--- config.mk ---
export PLATFORM = sky130hd
export DESIGN_NAME = hcc_job_queue
export DESIGN_NICKNAME = d
export VERILOG_FILES = /design/src/rtl/core/hcc_pkg.sv /design/src/rtl/core/hcc_job_queue.sv
export SDC_FILE = /design/constraint.sdc
export NUM_CORES = 1
export LEC_CHECK = 0
export ABC_AREA = 1
export BUFFER_PORTS_ARGS = -buffer_cell sky130_fd_sc_hd__buf_2
export CELL_PAD_IN_SITES_DETAIL_PLACEMENT = 1
export CELL_PAD_IN_SITES_GLOBAL_PLACEMENT = 2
export CORE_ASPECT_RATIO = 0.6
export CORE_UTILIZATION = 38
export DETAILED_ROUTE_END_ITERATION = 16
export GPL_TIMING_DRIVEN = 0
export PLACE_DENSITY = 0.79
export SETUP_SLACK_MARGIN = 0.3
export SYNTH_ARGS = -nofsm -noshare
export SYNTH_HDL_FRONTEND = slang
export SYNTH_SLANG_ARGS = --single-unit
--- constraint.sdc ---
create_clock -name clock -period 13.5 [get_ports clock]
set_clock_uncertainty 0.2 [all_clocks]
set_input_delay 2.7 -clock clock [delete_from_list [all_inputs] [get_ports clock]]
set_output_delay 2.7 -clock clock [all_outputs]
set_load 0.05 [all_outputs]
--- src/rtl/core/hcc_pkg.sv ---
// shared types, widths and codes of the homography corner check
package hcc_pkg;

   localparam int COEF_W          = 40;
   localparam int COORD_FRAC_BITS = 8;
   localparam int PIX_W           = 13;
   localparam int COORD_W         = PIX_W + COORD_FRAC_BITS;
   localparam int PROD_W          = COEF_W + PIX_W + 1;
   localparam int SUM_W           = PROD_W + 2;
   localparam int DIV_STEPS       = COORD_W;
   localparam int DIV_W           = SUM_W + COORD_W - 1;
   localparam int REM_W           = SUM_W + COORD_W;
   localparam int DIV_CNT_W       = $clog2(DIV_STEPS + 1);
   localparam int SQ_W            = 2 * COORD_W + 2;
   localparam int SQRT_W          = COORD_W + 1;
   localparam int SQ_CYCLES       = (COORD_W + 2) / 2;
   localparam int SQ_CNT_W        = $clog2(SQ_CYCLES + 1);
   localparam int DSUM_W          = COORD_W + 3;
   localparam int CSR_IDX_W       = 3;
   localparam int CSR_DATA_W      = 24;

   localparam logic [CSR_IDX_W-1:0] CSR_FRAME_WIDTH     = 3'd0;
   localparam logic [CSR_IDX_W-1:0] CSR_FRAME_HEIGHT    = 3'd1;
   localparam logic [CSR_IDX_W-1:0] CSR_PAD_LEFT        = 3'd2;
   localparam logic [CSR_IDX_W-1:0] CSR_PAD_TOP         = 3'd3;
   localparam logic [CSR_IDX_W-1:0] CSR_DEVIATION_LIMIT = 3'd4;

   localparam logic [1:0] CORNER_TL = 2'd0;
   localparam logic [1:0] CORNER_BR = 2'd3;

   typedef enum logic [1:0] {
      CLS_ZERO   = 2'd0,
      CLS_LIMIT  = 2'd1,
      CLS_DIVIDE = 2'd2
   } cls_type;

   typedef struct packed {
      logic [11:0] frame_width;
      logic [11:0] frame_height;
      logic [9:0]  pad_left;
      logic [9:0]  pad_top;
      logic [23:0] deviation_limit;
   } cfg_type;

   typedef struct packed {
      logic signed [COEF_W-1:0] coef_r0c0;
      logic signed [COEF_W-1:0] coef_r0c1;
      logic signed [COEF_W-1:0] coef_r0c2;
      logic signed [COEF_W-1:0] coef_r1c0;
      logic signed [COEF_W-1:0] coef_r1c1;
      logic signed [COEF_W-1:0] coef_r1c2;
      logic signed [COEF_W-1:0] coef_r2c0;
      logic signed [COEF_W-1:0] coef_r2c1;
      logic signed [COEF_W-1:0] coef_r2c2;
   } req_type;

   typedef struct packed {
      logic [1:0]         corner_index;
      logic [COORD_W-1:0] corner_x;
      logic [COORD_W-1:0] corner_y;
      logic               last_corner;
      logic [PIX_W-1:0]   box_left;
      logic [PIX_W-1:0]   box_top;
      logic [PIX_W-1:0]   box_width;
      logic [PIX_W-1:0]   box_height;
      logic               skip_frame;
   } rsp_type;

   typedef struct packed {
      logic [1:0]       corner;
      logic [PIX_W-1:0] px;
      logic [PIX_W-1:0] py;
      cls_type          cls_x;
      cls_type          cls_y;
      logic [SUM_W-1:0] mag_nx;
      logic [SUM_W-1:0] mag_ny;
      logic [SUM_W-1:0] mag_d;
   } job_type;

endpackage

--- src/rtl/core/hcc_job_queue.sv ---
// two-entry queue of corner jobs between front and back
module hcc_job_queue import hcc_pkg::*; (
   input  logic    clock,
   input  logic    reset,
   input  logic    push,
   input  job_type push_data,
   output logic    full,
   input  logic    pop,
   output logic    empty,
   output job_type pop_data
);

   job_type    mem_ff [2];
   logic       wr_ptr_ff, rd_ptr_ff;
   logic [1:0] cnt_ff, cnt_in;
   logic       do_push, do_pop;

   assign full     = cnt_ff == 2'd2;
   assign empty    = cnt_ff == 2'd0;
   assign do_push  = push & ~full;
   assign do_pop   = pop & ~empty;
   assign pop_data = mem_ff[rd_ptr_ff];

   always_comb begin
      cnt_in = cnt_ff;
      if (do_push & ~do_pop) begin
         cnt_in = cnt_ff + 2'd1;
      end else if (do_pop & ~do_push) begin
         cnt_in = cnt_ff - 2'd1;
      end
   end

   always_ff @(posedge clock) begin
      if (reset) begin
         wr_ptr_ff <= 1'b0;
         rd_ptr_ff <= 1'b0;
         cnt_ff    <= 2'd0;
      end else begin
         cnt_ff <= cnt_in;
         if (do_push) begin
            wr_ptr_ff <= ~wr_ptr_ff;
         end
         if (do_pop) begin
            rd_ptr_ff <= ~rd_ptr_ff;
         end
      end
   end

   always_ff @(posedge clock) begin
      if (do_push) begin
         mem_ff[wr_ptr_ff] <= push_data;
      end
   end

endmodule

-- Word level (Yosys, flattened, before mapping)
Memory sizes are Yosys's and may differ from the RTL's. A register that Yosys moved wholly into a read port is not among the register bits.
Index checks and enable logic that the tools add are counted.
- bits in registers: 4
- bits in writable memories: 400
- input bits: 204
- output and inout port bits: 202
- word-level logic and storage cells: 25
- memories kept: 1
- memories (memory ; depth ; width ; read ports ; clocked after Yosys merged registers in ; wr ports ; line ; text):
    mem_ff ; 2 ; 200 ; 1 ; 1 ; 1 ; hcc_job_queue.sv:13 ; job_type mem_ff [2];
- add/subtract/negate cells: 2
- equal/unequal tests: 1
- mux-type cells: 6
- bitwise gates (word level): 10
- reductions and logical operators: 2
- operators by type and width (operator ; count):
    NOT 1 bit ; 6
    bitwise AND 1 bit ; 4
    two-way mux 1 bit ; 4
    two-way mux 2 bit ; 2
    adder 2 x 1 -> 2 bit, second input constant ; 1
    equality test 2 bit, second input constant ; 1
    zero test 2 bit ; 1
    nonzero test 2 bit ; 1
    subtractor 2 x 1 -> 2 bit, second input constant ; 1

-- Logic depth before layout (Yosys ltp)
Gate-level depths: netlist of the first run.
- depth in word-level cells: 7
- mapped depth: 10
- depth with buffers taken out: 10

-- Least setup slack after synthesis of the first run
Ideal clock, no wire load.
- path kind: input-to-reg
- start point: in push
- end point: mem mem_ff[0][0] in the netlist's numbering (enable)
- library setup time: 764 ps
- arrival: 11096 ps
- data required time: 12536 ps
- path slack: 1440 ps
- stages on the path: 2
- buffers on the path: 0
- cells stage by stage: o21ai_1 > nor2_1
- word-level cells in the longest chain between the ends: 3
- RTL lines (element ; line ; text):
    start: declaration ; hcc_job_queue.sv:5 ; input logic push,
    bitwise AND 1 bit ; hcc_job_queue.sv:20 ; assign do_push = push & ~full;
    two-way mux 1 bit ; hcc_job_queue.sv:50 ; if (do_push) begin
    two-way mux 1 bit (not written as such) ; hcc_job_queue.sv:51 ; mem_ff[wr_ptr_ff] <= push_data;
    end: declaration ; hcc_job_queue.sv:13 ;
Every way passes these cells.

==> results of run 1 <==
-- layer usage --
metal / track usage [%] / wire length, um / share of wire (%) / vias to the layer above
li1: - / - / - / 3546
met2: 28.7 / 17100 / 49 / 262
met3: 5.90 / 2560 / 7.4 / 66
met5: 0 / 39 / 0.11 / -
met4: 4.54 / 743 / 2.2 / 6
met1: 21.6 / 14100 / 41 / 3950
-- metrics by stage --
step | hold WS [ns] | area [um2] | worst slack, ns | total power, mW
2_1_floorplan | 0.276 | 14800 | 1.44 | 2.72
3_3_place_gp | 0.288 | 17500 | -3.97 | 3.08
3_5_place_dp | 0.340 | 17800 | 8.37 | 3.04
4_1_cts | 0.350 | 19100 | 8.61 | 4.16
5_1_grt | 0.401 | 19100 | 8.59 | 4.25
6_report | 0.349 | 19100 | 8.69 | 4.09
-- flip-flops by register name, indices dropped and copies added (netlist names), named ones only --
register,flops
rd_ptr_ff,1
cnt_ff,2
wr_ptr_ff,1
mem_ff,400
-- where the power goes --
group          internal, mW  leakage (nW)  switching (mW)  total, mW
clock network         0.629         0.624           0.471       1.10
logic                 0.387          2.68           0.981       1.37
registers              1.59          3.77          0.0384       1.62
total                  2.60          7.08            1.49       4.09
-- Yosys cell counts (all sizes together) --
library cell and n:
edfxtp 400, mux2 200, clkbuf 20, inv 9
nor2 9, dfxtp 5, o21ai 5, nand2 4
buf 2, a21oi 1, and2 1, ha 1
nand3 1, nand4 1
-- worst max path at each step --
| stage | start | endpoint | slack, ns | depth (start not counted) |
|---|---|---|---|---|
| floorplan | push | mem_ff[0][0]$_DFFE_PP_ | 1.44 | 2 |
| global placement | push | mem_ff[1][157]$_DFFE_PP_ | -3.97 | 3 |
| detailed placement | push | mem_ff[0][151]$_DFFE_PP_ | 8.37 | 7 |
| CTS | flip-flop | pop_data[73] | 8.61 | 4 |
| global route | flip-flop | pop_data[192] | 8.59 | 4 |
| finish | flip-flop | pop_data[136] | 8.69 | 4 |
-- area by class of cell --
type                            instances  area, um2
Antenna cell                            2       5.00
Tap cell                              513        642
Fill cell                            3620      19000
Clock buffer                           47       1070
Timing Repair Buffer                  419       2310
Clock inverter                         27        230
Multi-Input combinational cell        223       2380
Inverter                                9       33.8
Buffer                                 22        298
Sequential cell                       405      12100
-- worst max-delay path: cells and delay by family, from the launching register on --
| kind | cells | cell delay, ns |
|---|---|---|
| flops | 1 | 0.35 |
| buf+inv | 3 | 0.67 |
| mux | 1 | 0.35 |
-- logic make-up (layout without fill, tap and decap cells) --
family,count (synthesis),count (layout),synth area share (%)
other cells,0,2,0
compound gates,6,6,0.203
flops,405,405,81.8
mux,200,200,15.2
fa+ha+maj,1,1,0.0845
buf+inv,31,524,2.24
simple gates,16,16,0.448
==> out/qor.yml, run 1 <==
status: "completed"
gp_congestion: 0.738
final_cell_mix: "buf_2 (405), edfxtp_1 (400), mux2_2 (200), clkbuf_16 (42), clkbuf_8 (20)"
post-cts-setup-buffers: 0
timing.rr.end: "mem_ff[0][125]$_DFFE_PP_"
layout_commonest_cell: "buf_2"
path_max_fanout: 10
crit_slowest_cell: "dfxtp_1"
hold_path_startpoint: "wr_ptr_ff$_SDFFE_PP0P_"
postLayoutCoreUtil_pct: 50.1
cts.path.max_buffers: 3
die_h_um: 155
yosysTopAreaCellShare_pct: 81.1
synth_area_leaders: "edfxtp_1 (81%), mux2_2 (15%), clkbuf_8 (1.9%)"
maxSlewHeadroom_pct: 49.0
worst_pin_slew_ns: 0.764
rr_startpoint: "cnt_ff[0]$_SDFFE_PP0P_"
powerDensity_mw_per_mm2: 215
cts.sinks: 405
netlist_area_mm2: 0.0148
leakagePower_nw: 7.08
dieWidth_um: 257
slew_viol_final: 0
min_to: "wr_ptr_ff$_SDFFE_PP0P_"
path_class: "reg -> out"
die-area_mm2: 0.0398
drive_gt1_share_pct: 61.0
fmaxAchievable_ghz: 0.208
r2r_cells: 6
rrSetupSlack_ns: 10.75
clock_latency_ns: 0.53
crit_path_end_kind: "output port"
synth.distinct_cells: 15
syn-num-nets: 864
min_path_type: "reg -> reg"
clk_pin_slew_ns: 0.06
overflow: 0
cts_resized: 0
final_hold_viol_count: 0
drt_wl_total_mm: 34.5
initialDrtViolationCount: 430
dp_hpwl_mm: 24.4
start_util_pct: 38.9
tns_ns: 0
synth_warnings: 0
fin_crit_sh_pct: 35.7
cts_buffers: 40
ant_nets: 0
rsz0062_at_grt: "no"
grt_max_degree: 33
cp-start-kind: "flip-flop"
synth_seq_cells: 405
antenna_found_initial: 6
clock-root-buffer: "clkbuf_16"
peakVddDrop_mv: 0.126
cp_cell_sequence: "buf_6, clkbuf_8, mux2_2, buf_2"
track_usage_pct: 17.2
fin_nets: 1325
synth_top_area_cell: "edfxtp_1"
ys_seq_area_share_pct: 81.8
dr_total_vias: 7830
cts_hold_buf: 0
max_cap_viol_count: 0
core_area_mm2: 0.0381
drt_first_pass_iters: 4
grt_pass1_wl_mm: 52.0
cts_tree: "done"
area_delta_synth_final_pct: 28.8
vias_per_cell: 4.70
cts_max_level: 2
final-setup-viol-count: 0
portBuffers: 405
syn_area_per_cell_um2: 22.5
grt_pass1_vias: 8607
synthCells: 659
wire_per_inst_um: 20.7
cp_data_required_time_ns: 10.60
final.min_clock_period_ns: 4.81
num_rows: 55
stdcell_count: 1667
whs_path_depth: 2
post-route-drc-count: 0
num_io_pins: 406
cpPeakStageDelay_ns: 0.35
dp_cells: 1591
crit_arrival_ns: 1.91
No activity file was read; power rests on OpenSTA's default activity.
==> inputs of run 2 (changes only) <==
--- a/config.mk
+++ b/config.mk
@@ -10,10 +10,10 @@
 export CELL_PAD_IN_SITES_DETAIL_PLACEMENT = 1
 export CELL_PAD_IN_SITES_GLOBAL_PLACEMENT = 2
 export CORE_ASPECT_RATIO = 0.6
-export CORE_UTILIZATION = 38
+export CORE_UTILIZATION = 34
 export DETAILED_ROUTE_END_ITERATION = 16
 export GPL_TIMING_DRIVEN = 0
-export PLACE_DENSITY = 0.79
+export PLACE_DENSITY = 0.75
 export SETUP_SLACK_MARGIN = 0.3
 export SYNTH_ARGS = -nofsm -noshare
 export SYNTH_HDL_FRONTEND = slang
==> constraint.sdc (replaced) <==
create_clock -name clock -period 4.26 [get_ports clock]
set_clock_uncertainty 0.2 [all_clocks]
set_input_delay 0.852 -clock clock [delete_from_list [all_inputs] [get_ports clock]]
set_output_delay 0.852 -clock clock [all_outputs]
set_load 0.05 [all_outputs]
==> out/qor.yml, run 2 (same netlist as run 1, synthesis figures left out) <==
final.min_clock_period_ns: 3.00
grt_pass1_vias: 8314
fin_ws_ns: 1.26
largest_reg_flops: 400
grt_max_degree: 32
min_path_type: "in -> reg"
portBuffers: 405
powerDensity_mw_per_mm2: 674
drt_wl_total_mm: 34.1
drive_gt1_share_pct: 60.9
switching_share_pct: 36.3
clk_pin_slew_ns: 0.07
wire_per_inst_um: 19.8
max_cap_viol_count: 0
cp_data_required_time_ns: 3.21
groute.layer.met3.usage_pct: 4.84
path_max_fanout: 10
clkPwrFrac_pct: 26.3
rr_startpoint: "cnt_ff[0]$_SDFFE_PP0P_"
dp_hpwl_mm: 24.5
final-setup-viol-count: 0
gp_congestion: 0.740
num_io_pins: 406
p_sw_mw: 4.68
die_h_um: 164
clock_latency_ns: 0.53
initialDrtViolationCount: 411
path_class: "reg -> out"
die-area_mm2: 0.0444
hold_path_startpoint: "push_data[190]"
worst_pin_slew_ns: 0.767
layout_commonest_cell: "buf_2"
dr_total_vias: 7736
cts_tree: "done"
p_int_mw: 8.21
grt-busiest-layer: "met2"
core_area_mm2: 0.0424
num_rows: 58
grt_pass1_wl_mm: 50.7
antenna_found_initial: 4
vias_per_cell: 4.50
dieWidth_um: 271
fin_crit_sh_pct: 70.3
track_usage_pct: 15.1
final_hold_viol_count: 0
area_delta_synth_final_pct: 29.1
largestRegisters: "mem_ff: 400 flops, cnt_ff: 2 flops"
leakagePower_nw: 7.07
status: "completed"
rrSetupSlack_ns: 1.51
post-cts-setup-buffers: 0
cts.path.max_buffers: 3
cts_resized: 0
cts.sinks: 405
use_met1_pct: 19.4
ant_nets: 0
pre_cts_ws_ns: 1.04
rsz0062_at_grt: "no"
overflow: 0
cp-start-kind: "flip-flop"
clock-root-buffer: "clkbuf_16"
total_power_mw: 12.9
final_cell_mix: "buf_2 (405), edfxtp_1 (400), mux2_2 (200), clkbuf_16 (41), clkbuf_8 (20)"
start_util_pct: 34.9
use_met2_pct: 25.0
drt_first_pass_iters: 6
cts_buffers: 40
fin_nets: 1325
maxSlewHeadroom_pct: 48.7
p_comb_share_pct: 33.7
regMostFlops: "mem_ff"
seqPwrFrac_pct: 39.9
crit_path_end_kind: "output port"
peakVddDrop_mv: 0.385
crit_arrival_ns: 1.94
fmaxAchievable_ghz: 0.334
cts_hold_buf: 0
post-route-drc-count: 0
slew_viol_final: 0
cts_max_level: 2
run 2: changes by cell type in the layout (fill, tap and decap cells not counted), moves of 3 or more:
cell and change:
clkbuf_1 +4, buf_16 +3, clkinv_1 -3, clkinvlp_4 -3
buf_12 -3
run 2: cell type report:
| cell class | instances | area [um2] |
|---|---|---|
| diodes | 2 | 5.00 |
| plain buffers | 22 | 298 |
| clock buffers | 50 | 1060 |
| clock inverters | 19 | 178 |
| fillers | 4129 | 23300 |
| inverters | 9 | 33.8 |
| multi-input cells | 223 | 2390 |
| flip-flops and latches | 405 | 12100 |
| well taps | 570 | 713 |
| repair buffers | 419 | 2330 |
run 2: stage by stage:
step / hold WS (ns) / util (%) / instances / cell area (um2) / setup TNS, ns
after floorplan: 0.311 / - / 659 / 14800 / -99.79
after global placement: 0.319 / 41.5 / 1634 / 17600 / -876.25
after detailed placement: 0.342 / 42.2 / 1648 / 17900 / 0
after CTS: 0.265 / 45.1 / 1717 / 19100 / 0
after global routing: 0.274 / 45.1 / 1718 / 19100 / 0
final: 0.309 / 45.1 / 1719 / 19100 / 0
run 2: critical path, cell delays in order (launching register included):
cell,delay (ns)
dfxtp_1,0.36
buf_6,0.23
clkbuf_8,0.23
mux2_2,0.35
buf_2,0.22
run 2: per-layer routing:
metal	vias up	routed length [um]
met2	228	16600
met3	44	2450
li1	3550	-
met5	-	0
met4	0	544
met1	3914	14500
run 2: path summary, 6_finish.rpt:
path,to,cells past startpoint
worst max-delay path,pop_data[145],4
worst min-delay path,mem_ff[1][190]$_DFFE_PP_,1
worst max register to register,mem_ff[1][125]$_DFFE_PP_,6
worst min register to register,wr_ptr_ff$_SDFFE_PP0P_,2
run 2: power by group through the flow:
stage,Clock (mW),Combinational [mW],Sequential (mW)
after floorplan,0,3.24,5.25
after global routing,3.68,4.55,5.20
after CTS,3.52,4.42,5.15
after detailed placement,0,4.40,5.24
final,3.39,4.35,5.15
after global placement,0,4.23,5.31
