==> src/rtl/core/hcc_pkg.sv <==
// shared types, widths and codes of the homography corner check
package hcc_pkg;

   localparam int COEF_W          = 40;
   localparam int COORD_FRAC_BITS = 8;
   localparam int PIX_W           = 13;
   localparam int COORD_W         = PIX_W + COORD_FRAC_BITS;
   localparam int PROD_W          = COEF_W + PIX_W + 1;
   localparam int SUM_W           = PROD_W + 2;
   localparam int DIV_STEPS       = COORD_W;
   localparam int DIV_W           = SUM_W + COORD_W - 1;
   localparam int REM_W           = SUM_W + COORD_W;
   localparam int DIV_CNT_W       = $clog2(DIV_STEPS + 1);
   localparam int SQ_W            = 2 * COORD_W + 2;
   localparam int SQRT_W          = COORD_W + 1;
   localparam int SQ_CYCLES       = (COORD_W + 2) / 2;
   localparam int SQ_CNT_W        = $clog2(SQ_CYCLES + 1);
   localparam int DSUM_W          = COORD_W + 3;
   localparam int CSR_IDX_W       = 3;
   localparam int CSR_DATA_W      = 24;

   localparam logic [CSR_IDX_W-1:0] CSR_FRAME_WIDTH     = 3'd0;
   localparam logic [CSR_IDX_W-1:0] CSR_FRAME_HEIGHT    = 3'd1;
   localparam logic [CSR_IDX_W-1:0] CSR_PAD_LEFT        = 3'd2;
   localparam logic [CSR_IDX_W-1:0] CSR_PAD_TOP         = 3'd3;
   localparam logic [CSR_IDX_W-1:0] CSR_DEVIATION_LIMIT = 3'd4;

   localparam logic [1:0] CORNER_TL = 2'd0;
   localparam logic [1:0] CORNER_BR = 2'd3;

   typedef enum logic [1:0] {
      CLS_ZERO   = 2'd0,
      CLS_LIMIT  = 2'd1,
      CLS_DIVIDE = 2'd2
   } cls_type;

   typedef struct packed {
      logic [11:0] frame_width;
      logic [11:0] frame_height;
      logic [9:0]  pad_left;
      logic [9:0]  pad_top;
      logic [23:0] deviation_limit;
   } cfg_type;

   typedef struct packed {
      logic signed [COEF_W-1:0] coef_r0c0;
      logic signed [COEF_W-1:0] coef_r0c1;
      logic signed [COEF_W-1:0] coef_r0c2;
      logic signed [COEF_W-1:0] coef_r1c0;
      logic signed [COEF_W-1:0] coef_r1c1;
      logic signed [COEF_W-1:0] coef_r1c2;
      logic signed [COEF_W-1:0] coef_r2c0;
      logic signed [COEF_W-1:0] coef_r2c1;
      logic signed [COEF_W-1:0] coef_r2c2;
   } req_type;

   typedef struct packed {
      logic [1:0]         corner_index;
      logic [COORD_W-1:0] corner_x;
      logic [COORD_W-1:0] corner_y;
      logic               last_corner;
      logic [PIX_W-1:0]   box_left;
      logic [PIX_W-1:0]   box_top;
      logic [PIX_W-1:0]   box_width;
      logic [PIX_W-1:0]   box_height;
      logic               skip_frame;
   } rsp_type;

   typedef struct packed {
      logic [1:0]       corner;
      logic [PIX_W-1:0] px;
      logic [PIX_W-1:0] py;
      cls_type          cls_x;
      cls_type          cls_y;
      logic [SUM_W-1:0] mag_nx;
      logic [SUM_W-1:0] mag_ny;
      logic [SUM_W-1:0] mag_d;
   } job_type;

endpackage

==> src/rtl/core/hcc_divider.sv <==
// restoring divider, one quotient bit a cycle, with clamp to the coordinate limit
module hcc_divider import hcc_pkg::*; (
   input  logic               clock,
   input  logic               reset,
   input  logic               start,
   input  logic               ack,
   input  cls_type            cls,
   input  logic [SUM_W-1:0]   num,
   input  logic [SUM_W-1:0]   den,
   input  logic [COORD_W-1:0] lim,
   output logic               idle,
   output logic               done,
   output logic [COORD_W-1:0] quo
);

   logic                 run_ff, run_in, done_ff, done_in;
   logic [DIV_CNT_W-1:0] cnt_ff, cnt_in;
   logic [REM_W-1:0]     rem_ff, rem_in;
   logic [DIV_W-1:0]     dvs_ff, dvs_in;
   logic [COORD_W-1:0]   q_ff, q_in, lim_ff, lim_in;
   logic                 sat_ff, sat_in, zero_ff, zero_in;
   logic                 ge;

   assign ge   = rem_ff >= REM_W'(dvs_ff);
   assign idle = ~run_ff & ~done_ff;
   assign done = done_ff;
   assign quo  = zero_ff ? '0 : ((sat_ff || q_ff > lim_ff) ? lim_ff : q_ff);

   always_comb begin
      run_in  = run_ff;
      done_in = done_ff;
      cnt_in  = cnt_ff;
      rem_in  = rem_ff;
      dvs_in  = dvs_ff;
      q_in    = q_ff;
      lim_in  = lim_ff;
      sat_in  = sat_ff;
      zero_in = zero_ff;
      if (start) begin
         run_in  = 1'b1;
         done_in = 1'b0;
         cnt_in  = DIV_CNT_W'(DIV_STEPS);
         rem_in  = REM_W'(num) << COORD_FRAC_BITS;
         dvs_in  = DIV_W'(den) << (COORD_W - 1);
         q_in    = '0;
         lim_in  = lim;
         zero_in = cls == CLS_ZERO;
         // quotient would need more bits than the limit has: saturate
         sat_in  = (cls == CLS_LIMIT) ||
                   (cls == CLS_DIVIDE &&
                    (REM_W'(num) << COORD_FRAC_BITS) >= (REM_W'(den) << COORD_W));
      end else if (run_ff) begin
         rem_in = ge ? rem_ff - REM_W'(dvs_ff) : rem_ff;
         q_in   = {q_ff[COORD_W-2:0], ge};
         dvs_in = dvs_ff >> 1;
         cnt_in = cnt_ff - DIV_CNT_W'(1);
         if (cnt_ff == DIV_CNT_W'(1)) begin
            run_in  = 1'b0;
            done_in = 1'b1;
         end
      end else if (ack) begin
         done_in = 1'b0;
      end
   end

   always_ff @(posedge clock) begin
      if (reset) begin
         run_ff  <= 1'b0;
         done_ff <= 1'b0;
         cnt_ff  <= '0;
      end else begin
         run_ff  <= run_in;
         done_ff <= done_in;
         cnt_ff  <= cnt_in;
      end
   end

   always_ff @(posedge clock) begin
      rem_ff  <= rem_in;
      dvs_ff  <= dvs_in;
      q_ff    <= q_in;
      lim_ff  <= lim_in;
      sat_ff  <= sat_in;
      zero_ff <= zero_in;
   end

endmodule

==> src/rtl/core/hcc_sqrt.sv <==
// floor square root of dx*dx+dy*dy, two result bits a cycle
module hcc_sqrt import hcc_pkg::*; (
   input  logic               clock,
   input  logic               reset,
   input  logic               start,
   input  logic [COORD_W-1:0] dx,
   input  logic [COORD_W-1:0] dy,
   output logic               done,
   output logic [SQRT_W-1:0]  root
);

   typedef struct packed {
      logic [SQ_W-1:0] v;
      logic [SQ_W-1:0] res;
      logic [SQ_W-1:0] b;
   } sq_state_type;

   logic                  run_ff, run_in, done_ff, done_in;
   logic [SQ_CNT_W-1:0]   cnt_ff, cnt_in;
   sq_state_type          st_ff, st_in, st_mid, st_two;
   logic [2*COORD_W-1:0]  dx_sq, dy_sq;

   function automatic sq_state_type sq_step(input sq_state_type s);
      sq_state_type o;
      o = s;
      if (s.v >= s.res + s.b) begin
         o.v   = s.v - (s.res + s.b);
         o.res = (s.res >> 1) + s.b;
      end else begin
         o.res = s.res >> 1;
      end
      o.b = s.b >> 2;
      return o;
   endfunction

   assign done  = done_ff;
   assign root  = st_ff.res[SQRT_W-1:0];
   assign dx_sq = dx * dx;
   assign dy_sq = dy * dy;

   always_comb begin
      st_mid  = sq_step(st_ff);
      st_two  = sq_step(st_mid);
      run_in  = run_ff;
      done_in = done_ff;
      cnt_in  = cnt_ff;
      st_in   = st_ff;
      if (start) begin
         run_in    = 1'b1;
         done_in   = 1'b0;
         cnt_in    = SQ_CNT_W'(SQ_CYCLES);
         st_in.v   = SQ_W'(dx_sq) + SQ_W'(dy_sq);
         st_in.res = '0;
         st_in.b   = SQ_W'(1) << (2 * COORD_W);
      end else if (run_ff) begin
         st_in  = st_two;
         cnt_in = cnt_ff - SQ_CNT_W'(1);
         if (cnt_ff == SQ_CNT_W'(1)) begin
            run_in  = 1'b0;
            done_in = 1'b1;
         end
      end
   end

   always_ff @(posedge clock) begin
      if (reset) begin
         run_ff  <= 1'b0;
         done_ff <= 1'b0;
         cnt_ff  <= '0;
      end else begin
         run_ff  <= run_in;
         done_ff <= done_in;
         cnt_ff  <= cnt_in;
      end
   end

   always_ff @(posedge clock) begin
      st_ff <= st_in;
   end

endmodule

==> src/rtl/core/hcc_back.sv <==
// back end: divides, measures deviation, builds box and queues results
module hcc_back import hcc_pkg::*; (
   input  logic    clock,
   input  logic    reset,
   input  cfg_type cfg,
   input  logic    job_empty,
   input  job_type job,
   output logic    job_pop,
   output logic    empty,
   input  logic    pop,
   output rsp_type rsp_data
);

   logic [PIX_W-1:0]   pad_x, pad_y, right_x, bottom_y, span_x, span_y;
   logic [COORD_W-1:0] lim_x, lim_y;
   logic               idle_x, idle_y, done_x, done_y;
   logic [COORD_W-1:0] quo_x, quo_y;
   logic               div_start, cs_load, cs_push;
   logic [1:0]         dj_corner_ff;
   logic [PIX_W-1:0]   dj_px_ff, dj_py_ff;
   logic               cs_valid_ff, cs_valid_in, cs_start_ff;
   logic [1:0]         cs_corner_ff;
   logic [COORD_W-1:0] cs_cx_ff, cs_cy_ff, cs_dx_ff, cs_dy_ff;
   logic [COORD_W-1:0] ref_x, ref_y, dx_in, dy_in;
   logic               sq_done;
   logic [SQRT_W-1:0]  sq_root;
   logic [PIX_W-1:0]   minx_ff, miny_ff, maxx_ff, maxy_ff;
   logic [PIX_W-1:0]   minx_in, miny_in, maxx_in, maxy_in, ix, iy, bl, bt, rx, by;
   logic [DSUM_W-1:0]  dsum_ff, dsum_in;
   logic               first, last;
   rsp_type            rsp_in;
   rsp_type            oq_ff [2];
   logic               wr_ptr_ff, rd_ptr_ff;
   logic [1:0]         oq_cnt_ff, oq_cnt_in;
   logic               oq_full, oq_pop;

   assign pad_x    = PIX_W'(cfg.pad_left);
   assign pad_y    = PIX_W'(cfg.pad_top);
   assign right_x  = pad_x + PIX_W'(cfg.frame_width);
   assign bottom_y = pad_y + PIX_W'(cfg.frame_height);
   assign span_x   = PIX_W'({cfg.pad_left, 1'b0}) + PIX_W'(cfg.frame_width);
   assign span_y   = PIX_W'({cfg.pad_top, 1'b0}) + PIX_W'(cfg.frame_height);
   assign lim_x    = {span_x, COORD_FRAC_BITS'(0)};
   assign lim_y    = {span_y, COORD_FRAC_BITS'(0)};

   assign div_start = ~job_empty & idle_x & idle_y;
   assign job_pop   = div_start;
   assign cs_load   = done_x & done_y & ~cs_valid_ff;
   assign oq_full   = oq_cnt_ff == 2'd2;
   assign cs_push   = cs_valid_ff & ~cs_start_ff & sq_done & ~oq_full;

   hcc_divider u_div_x (
      .clock (clock), .reset (reset), .start (div_start), .ack (cs_load),
      .cls (job.cls_x), .num (job.mag_nx), .den (job.mag_d), .lim (lim_x),
      .idle (idle_x), .done (done_x), .quo (quo_x)
   );

   hcc_divider u_div_y (
      .clock (clock), .reset (reset), .start (div_start), .ack (cs_load),
      .cls (job.cls_y), .num (job.mag_ny), .den (job.mag_d), .lim (lim_y),
      .idle (idle_y), .done (done_y), .quo (quo_y)
   );

   hcc_sqrt u_sqrt (
      .clock (clock), .reset (reset), .start (cs_start_ff),
      .dx (cs_dx_ff), .dy (cs_dy_ff), .done (sq_done), .root (sq_root)
   );

   always_comb begin
      ref_x = COORD_W'(dj_px_ff) << COORD_FRAC_BITS;
      ref_y = COORD_W'(dj_py_ff) << COORD_FRAC_BITS;
      dx_in = (quo_x > ref_x) ? quo_x - ref_x : ref_x - quo_x;
      dy_in = (quo_y > ref_y) ? quo_y - ref_y : ref_y - quo_y;
      cs_valid_in = cs_valid_ff;
      if (cs_load) begin
         cs_valid_in = 1'b1;
      end else if (cs_push) begin
         cs_valid_in = 1'b0;
      end
   end

   always_comb begin
      first   = cs_corner_ff == CORNER_TL;
      last    = cs_corner_ff == CORNER_BR;
      ix      = cs_cx_ff[COORD_W-1:COORD_FRAC_BITS];
      iy      = cs_cy_ff[COORD_W-1:COORD_FRAC_BITS];
      minx_in = (first || ix < minx_ff) ? ix : minx_ff;
      miny_in = (first || iy < miny_ff) ? iy : miny_ff;
      maxx_in = (first || ix > maxx_ff) ? ix : maxx_ff;
      maxy_in = (first || iy > maxy_ff) ? iy : maxy_ff;
      dsum_in = (first ? '0 : dsum_ff) + DSUM_W'(sq_root);
      bl      = (pad_x < minx_in) ? pad_x : minx_in;
      bt      = (pad_y < miny_in) ? pad_y : miny_in;
      rx      = (right_x > maxx_in) ? right_x : maxx_in;
      by      = (bottom_y > maxy_in) ? bottom_y : maxy_in;
      rsp_in.corner_index = cs_corner_ff;
      rsp_in.corner_x     = cs_cx_ff;
      rsp_in.corner_y     = cs_cy_ff;
      rsp_in.last_corner  = last;
      rsp_in.box_left     = last ? bl : '0;
      rsp_in.box_top      = last ? bt : '0;
      rsp_in.box_width    = last ? rx - bl : '0;
      rsp_in.box_height   = last ? by - bt : '0;
      rsp_in.skip_frame   = last & (dsum_in > DSUM_W'(cfg.deviation_limit));
   end

   assign empty    = oq_cnt_ff == 2'd0;
   assign oq_pop   = pop & ~empty;
   assign rsp_data = oq_ff[rd_ptr_ff];

   always_comb begin
      oq_cnt_in = oq_cnt_ff;
      if (cs_push & ~oq_pop) begin
         oq_cnt_in = oq_cnt_ff + 2'd1;
      end else if (oq_pop & ~cs_push) begin
         oq_cnt_in = oq_cnt_ff - 2'd1;
      end
   end

   always_ff @(posedge clock) begin
      if (reset) begin
         cs_valid_ff <= 1'b0;
         cs_start_ff <= 1'b0;
         wr_ptr_ff   <= 1'b0;
         rd_ptr_ff   <= 1'b0;
         oq_cnt_ff   <= 2'd0;
      end else begin
         cs_valid_ff <= cs_valid_in;
         cs_start_ff <= cs_load;
         oq_cnt_ff   <= oq_cnt_in;
         if (cs_push) begin
            wr_ptr_ff <= ~wr_ptr_ff;
         end
         if (oq_pop) begin
            rd_ptr_ff <= ~rd_ptr_ff;
         end
      end
   end

   always_ff @(posedge clock) begin
      if (div_start) begin
         dj_corner_ff <= job.corner;
         dj_px_ff     <= job.px;
         dj_py_ff     <= job.py;
      end
      if (cs_load) begin
         cs_corner_ff <= dj_corner_ff;
         cs_cx_ff     <= quo_x;
         cs_cy_ff     <= quo_y;
         cs_dx_ff     <= dx_in;
         cs_dy_ff     <= dy_in;
      end
      if (cs_push) begin
         minx_ff <= minx_in;
         miny_ff <= miny_in;
         maxx_ff <= maxx_in;
         maxy_ff <= maxy_in;
         dsum_ff <= dsum_in;
         oq_ff[wr_ptr_ff] <= rsp_in;
      end
   end

endmodule

==> config.mk <==
export PLATFORM = sky130hd
export DESIGN_NAME = hcc_back
export DESIGN_NICKNAME = d
export VERILOG_FILES = /design/src/rtl/core/hcc_pkg.sv /design/src/rtl/core/hcc_divider.sv /design/src/rtl/core/hcc_sqrt.sv /design/src/rtl/core/hcc_back.sv
export SDC_FILE = /design/constraint.sdc
export NUM_CORES = 2
export LEC_CHECK = 0
export BUFFER_PORTS_ARGS = -buffer_cell sky130_fd_sc_hd__buf_2
export CAP_MARGIN = 10
export CORE_MARGIN = 4
export CORE_UTILIZATION = 37
export DETAILED_ROUTE_END_ITERATION = 12
export GPL_ROUTABILITY_DRIVEN = 0
export HOLD_SLACK_MARGIN = 0.12
export MAX_ROUTING_LAYER = met4
export SYNTH_ARGS = -nofsm -noshare
export SYNTH_HDL_FRONTEND = slang
export SYNTH_SLANG_ARGS = --single-unit
==> constraint.sdc <==
create_clock -name clock -period 27.7 [get_ports clock]
set_input_delay 1.385 -clock clock [delete_from_list [all_inputs] [get_ports clock]]
set_output_delay 1.385 -clock clock [all_outputs]
set_load 0.03 [all_outputs]
# ---- Yosys cells after proc, flatten, opt, wreduce, memory -nomap -nowiden
# Memories as Yosys holds them, arrays and structs flattened. A register that Yosys moved wholly into a read port is not among the register bits.
# Cells that the tools add are included.
dict set report op_classes {
  bitwise_logic 26
  eq_ne 11
  reduce_logical 32
  add_sub_neg 25
  magnitude_cmp 19
  muxes 63
  mul 2
}
# cell count
set op_table {}
lappend op_table {{$mux W64} 6}
lappend op_table {{$mux W76} 4}
lappend op_table {{$mux W132} 2}
lappend op_table {{$mux W44} 4}
lappend op_table {{$mux W13} 12}
lappend op_table {{$ge A64 B77 Y1} 2}
lappend op_table {{$ge A77 B76 Y1} 2}
lappend op_table {{$sub A77 B76 Y77} 2}
lappend op_table {{$mux W21} 6}
lappend op_table {{$ge A44 B44 Y1} 2}
lappend op_table {{$sub A44 B44 Y44} 2}
lappend op_table {{$gt A21 B21 Y1} 4}
lappend op_table {{$mul A21 B21 Y42} 2}
lappend op_table {{$sub A21 B21 Y21} 4}
lappend op_table {{$gt A13 B13 Y1} 4}
lappend op_table {{$add A43 B41 Y44} 1}
lappend op_table {{$add A43 B43 Y44} 1}
lappend op_table {{$add A44 B41 Y44} 1}
lappend op_table {{$add A44 B43 Y44} 1}
lappend op_table {{$add A42 B42 Y43} 1}
lappend op_table {{$add A10 B12 Y13} 2}
lappend op_table {{$add A11 B12 Y13} 2}
lappend op_table {{$lt A10 B13 Y1} 2}
lappend op_table {{$lt A13 B13 Y1} 2}
lappend op_table {{25 further kinds} 107}
dict set report totals {
  output_inout_bits 100
  elab_cells 228
  register_bits 693
  mem_count 1
  mem_bits_rw 196
}
# name words word_bits read_ports rd_clocked_by_memory_dff write_ports line_no
set memory_table {}
lappend memory_table {oq_ff 2 98 1 1 1 hcc_back.sv:32} ;# rsp_type oq_ff [2];

# ---- Depth between registers and ports, before layout
dict set report logic_depth {
  depth_word 8
  mapped_depth 54
}

# ---- Modules after synthesis
# Synthesis repeated with hierarchy kept, for this count alone.
dict set report unflattened {
  hier_cells 10102
  hier_area_um2 93641.1
}
# mod area_per_inst_um2 instances cells_each seq_area_each_um2
set by_module_without_submodules {}
lappend by_module_without_submodules {hcc_sqrt 38982.4 1 4501 2542.4}
lappend by_module_without_submodules {hcc_divider 15308.4 2 1741 5435.2}
lappend by_module_without_submodules {hcc_back 24041.8 1 2119 11671.2}

# ---- Worst setup path after synthesis
# No wires, ideal clock.
dict set report synth_path {
  path_kind {reg2reg}
  start {register u_sqrt.st_ff, in the netlist u_sqrt.root[2]}
  end {register u_sqrt.st_ff[131] in the netlist's numbering, data pin}
  arrival_time_ns 10.080
  n_path_buf 5
  period_less_slack_ns 10.352
  path_stages_with_launch 51
  path_slack_ns 17.348
  setup_time_ns 0.272
  required_ns 27.428
  cell_sequence {dfxtp_1 -> ha_1 -> and3_1 -> a31o_2 -> a41oi_1 -> nor2_1 -> a31oi_1 -> nor2_1 -> a31oi_1 -> o21bai_1 -> a21oi_1 -> nor2_1 -> o21ai_0 -> o21bai_1 -> a21oi_1 -> xor2_1 -> ha_1 -> a21oi_1 -> [15 not listed] -> o21ai_1 -> a211oi_2 -> o21ai_1 -> xnor2_1 -> ha_1 -> a21oi_1 -> nor2b_1 -> o21ai_0 -> nand2b_1 -> a21o_1 -> a21o_1 -> a21oi_1 -> nor2b_1 -> a211oi_1 -> clkbuf_1 -> clkbuf_1 -> buf_1 -> a311oi_1}
}
dict set report synth_via {
  elab_chain_cells 8
  word_cells_on_any_way 12
}
# item line_no
set synth_rtl {}
lappend synth_rtl {{start, declared} hcc_sqrt.sv:20} ;# sq_state_type st_ff, st_in, st_mid, st_two;
lappend synth_rtl {{start signal, assigned} hcc_sqrt.sv:78} ;# st_ff <= st_in;
lappend synth_rtl {{$add A44 B43 Y44} {hcc_sqrt.sv:26, hcc_sqrt.sv:27}}
lappend synth_rtl {{$ge A44 B44 Y1} hcc_sqrt.sv:26} ;# if (s.v >= s.res + s.b) begin
lappend synth_rtl {{$mux W44} hcc_sqrt.sv:26}
lappend synth_rtl {{$add A44 B41 Y44} {hcc_sqrt.sv:26, hcc_sqrt.sv:27}}
lappend synth_rtl {{$sub A44 B44 Y44 or $ge A44 B44 Y1 (tied branches)} {hcc_sqrt.sv:27, hcc_sqrt.sv:26}}
lappend synth_rtl {{$mux W44 (*)} hcc_sqrt.sv:26}
lappend synth_rtl {{$mux W132 (*)} hcc_sqrt.sv:55} ;# end else if (run_ff) begin
lappend synth_rtl {{$mux W132 (*)} hcc_sqrt.sv:48} ;# if (start) begin
# Every way passes the cells marked *; elsewhere a longest branch is shown, timed or not. The select of a mux whose other input is x is not followed.
# A chain may end at the register's enable or synchronous reset.

# ---- Worst setup path after layout
dict set report layout_path {
  start {register u_sqrt.st_ff, in the netlist u_sqrt.root[2]}
  end {register u_sqrt.st_ff[83] in the netlist's numbering}
}
dict set report layout_via {
  elab_chain_cells 6
  word_cells_on_any_way 10
}
# item line_no
set layout_rtl {}
lappend layout_rtl {{$add A44 B43 Y44} {hcc_sqrt.sv:26, hcc_sqrt.sv:27}}
lappend layout_rtl {{$ge A44 B44 Y1} hcc_sqrt.sv:26}
lappend layout_rtl {{$mux W44} hcc_sqrt.sv:26}
lappend layout_rtl {{$add A44 B41 Y44} hcc_sqrt.sv:26}
lappend layout_rtl {{$ge A44 B44 Y1} hcc_sqrt.sv:26}
lappend layout_rtl {{$mux W44 (*)} hcc_sqrt.sv:26}
# Every way passes the cells marked *; elsewhere a longest branch is shown, timed or not.

==> flow_summary.toml <==
[setup_path]
cp_max_fo = 73
cp.required_ns = 28.41
cp-start-kind = "flip-flop"
cp_common_cell = "nor2_1"
worst_setup_path_end_kind = "flip-flop"
r2r-end = "u_sqrt.st_ff[83]$_SDFFE_PP0P_"
crit_slowest_cell = "buf_4"
max_stage_delay_ns = 0.72
r2r_slack_ns = 14.97
reg2reg_from = "u_sqrt.root[2]$_SDFFE_PP0P_"
path_class = "flip-flop to flip-flop"
cp.arrival_ns = 13.44
ff2ff_path_depth = 43

[global_routing]
grt_max_degree = 89
grt_pass1_vias = 71100
grt_pass1_wl_um = 404000
grt_overflow = 0
grt_usage_pct = 21.1
grt_antenna_before_repair = 12

[placement]
dpl.hpwl_um = 207000
port_buffers = 371
place_ws_ns = 15.43

[cts]
cts_tree = "done"
clock_latency_ns = 0.82
cts.clk_slew.worst_paths_ns = 0.06
cts.path.max_buffers = 3
cts_setup_buffers = 0
cts_resized = 0
numCtsBuffers = 106
clockRootBuffer = "clkbuf_16"
clock_sinks = 888
htree_num_levels = 3
cts_hold_buf = 0

[floorplanning]
io_pins = 372
die_y_um = 498
initial_core_util_pct = 37.3
die_width_um = 498
die_area_um2 = 248000
core_um2 = 239000
rows = 179

[logic_synthesis]
synth_top_area_cell = "edfxtp_1"
yosys-top-cells-area = "edfxtp_1 23%, fa_1 16%, ha_1 13%"
synth_area_per_cell_um2 = 9.54
synth.distinct_cells = 110
ys_ff_latch = 888
synthArstFlopShare_pct = 0
syn_area_um2 = 89000
synth-main-ff-cell = "edfxtp_1"
synth_top_area_share_pct = 23.0
synthCells = 9326
ys.warnings.count = 0
synth_edf_count = 682
yosysSeqAreaShare_pct = 27.7

[sta]
setup_viol = 0
fin_crit_sh_pct = 46.0
maxSlewHeadroom_pct = 26.0
max_freq_mhz = 78.6
fin_crit_ns = 12.73
hold-worst-slack_ns = 0.432
fin_ws_ns = 14.97
rsz0062_at_grt = "no"
hold_violations = 0
fin_worst_skew_ns = 0.102
tns_ns = 0
report.final.slew_viol_count = 0
worst-slew-pin-transition_ns = 1.08

[detailed_routing]
vias = 69100
remaining_drc_errors = 0
wl_per_cell_um = 20.3
vias_per_cell = 5.38
dr.pass1.iters = 7
antenna_left = 0
wirelength_um = 261000
drt_iter0_drc = 5060

[layout]
nets = 11500
final_cell_mix = "1366 x inv_1, 923 x ha_1, 715 x fa_1, 682 x edfxtp_1, 681 x nand2_1"
drive_gt1_share_pct = 8.98
final_common_cell = "inv_1"
syn2layout_area_growth_pct = 10.4
nFillCells = 23200

[pwr]
p_per_area_nw_per_um2 = 58.5
leakagePower_nw = 44.6
peakVddDrop_mv = 0.0575

[min_path]
hold_class = "flip-flop to flip-flop"
min_from = "cs_cy_ff[6]$_DFFE_PP_"
whs_path_depth = 0
hold_end = "oq_ff[0][60]$_DFFE_PP_"

[run_status]
status = "complete, no violations"

[run]
drv_cap = 0
-- through the flow --
step / utilization, % / cells / cell area, um^2 / power [mW]
floorplan: - / 9340 / 89000 / 3.53
finish: 41.2 / 12900 / 98200 / 5.74
detailed placement: 39.5 / 12600 / 94300 / 4.18
global route: 41.2 / 12900 / 98200 / 6.10
global placement: 39.5 / 12600 / 94300 / 4.14
CTS: 41.1 / 12800 / 98100 / 5.76
-- where the power goes --
part / total [mW] / switching (mW) / internal (mW)
registers: 1.71 / 0.108 / 1.61
clock network: 1.54 / 0.617 / 0.927
logic: 2.48 / 1.51 / 0.976
-- layer usage --
layer  track usage (%)  wire length, um  up-vias  part of all wire, %
met1              26.2           109000    34000                   42
met2              35.2           125000     2181                   48
met4              8.82            12100        0                  4.6
met3              2.21            14500      513                  5.6
met5                 -                0        -                    0
li1                  -                -    32400                    -
-- worst max path at each step --
stage / from / endpoint / slack [ns] / depth (start not counted)
after floorplan: u_sqrt.root[2]$_SDFFE_PP0P_ / u_sqrt.st_ff[131]$_SDFFCE_PP0P_ / 17.35 / 50
after global placement: u_sqrt.root[6]$_SDFFE_PP0P_ / u_sqrt.st_ff[82]$_SDFFE_PP0P_ / 15.53 / 42
after detailed placement: u_sqrt.root[2]$_SDFFE_PP0P_ / u_sqrt.st_ff[82]$_SDFFE_PP0P_ / 15.43 / 43
after CTS: u_sqrt.root[2]$_SDFFE_PP0P_ / u_sqrt.st_ff[83]$_SDFFE_PP0P_ / 15.31 / 43
after global routing: u_sqrt.root[6]$_SDFFE_PP0P_ / u_sqrt.st_ff[83]$_SDFFE_PP0P_ / 14.00 / 42
final: u_sqrt.root[2]$_SDFFE_PP0P_ / u_sqrt.st_ff[83]$_SDFFE_PP0P_ / 14.97 / 43
-- sequential cells by signal, summed over array words and instances (netlist names), 20 cells and up, named ones only --
register,cells
u_div_x.dvs_ff,76
cs_cy_ff,21
u_sqrt.root,22
dsum_ff,24
u_div_x.q_ff,21
u_div_x.rem_ff,77
u_div_y.rem_ff,77
cs_cx_ff,21
cs_dy_ff,20
u_sqrt.st_ff,77
u_div_y.dvs_ff,76
oq_ff,196
u_div_y.q_ff,21
cs_dx_ff,20
-- worst max-delay path, delay by kind of cell (launching register included) --
kind	cells	cell delay, ns
simple gates	18	4.25
compound gates	17	4.96
flops	1	0.38
fa+ha+maj	3	1.15
mux	1	0.34
xor+xnor	2	0.17
buf+inv	2	1.31
-- cells by family after synthesis --
group | synth area share [%]
compound gates | 14.4
xor+xnor | 5.35
fa+ha+maj | 29.1
buf+inv | 7.24
flops | 27.7
mux | 3.97
other cells | 0.00844
simple gates | 12.3
-- cell type report --
type                            instances  area (um^2)  share of cell area (%)
Antenna cell                           20         50.0                  0.0510
Tap cell                             3167         3960                    4.04
Timing Repair Buffer                  454         2480                    2.53
Inverter                             1375         5170                    5.27
Clock buffer                          137         2930                    2.99
Multi-Input combinational cell       6755        58000                    59.1
Sequential cell                       888        24600                    25.1
Clock inverter                         65          920                   0.937
-- Yosys cell counts (58+ instances only) --
cell      number
xnor2_1      337
a21o_1       276
mux2_2       124
fa_1         715
nor3_1        79
dfxtp_1      206
mux2i_1      212
edfxtp_1     682
o22ai_1       77
o21bai_1      75
a21oi_1      520
nand3_1      122
ha_1         923
o21a_1        98
xor2_1       206
nor2b_1      109
nor2_1       572
a31oi_1       58
a22o_1       130
and2_1       249
and3_1        80
nand2b_1      86
nand2_1      683
clkbuf_1     260
inv_1       1372
nand4_1       91
o21ai_0      400
Note: power is estimated with default switching activity, not from simulation.
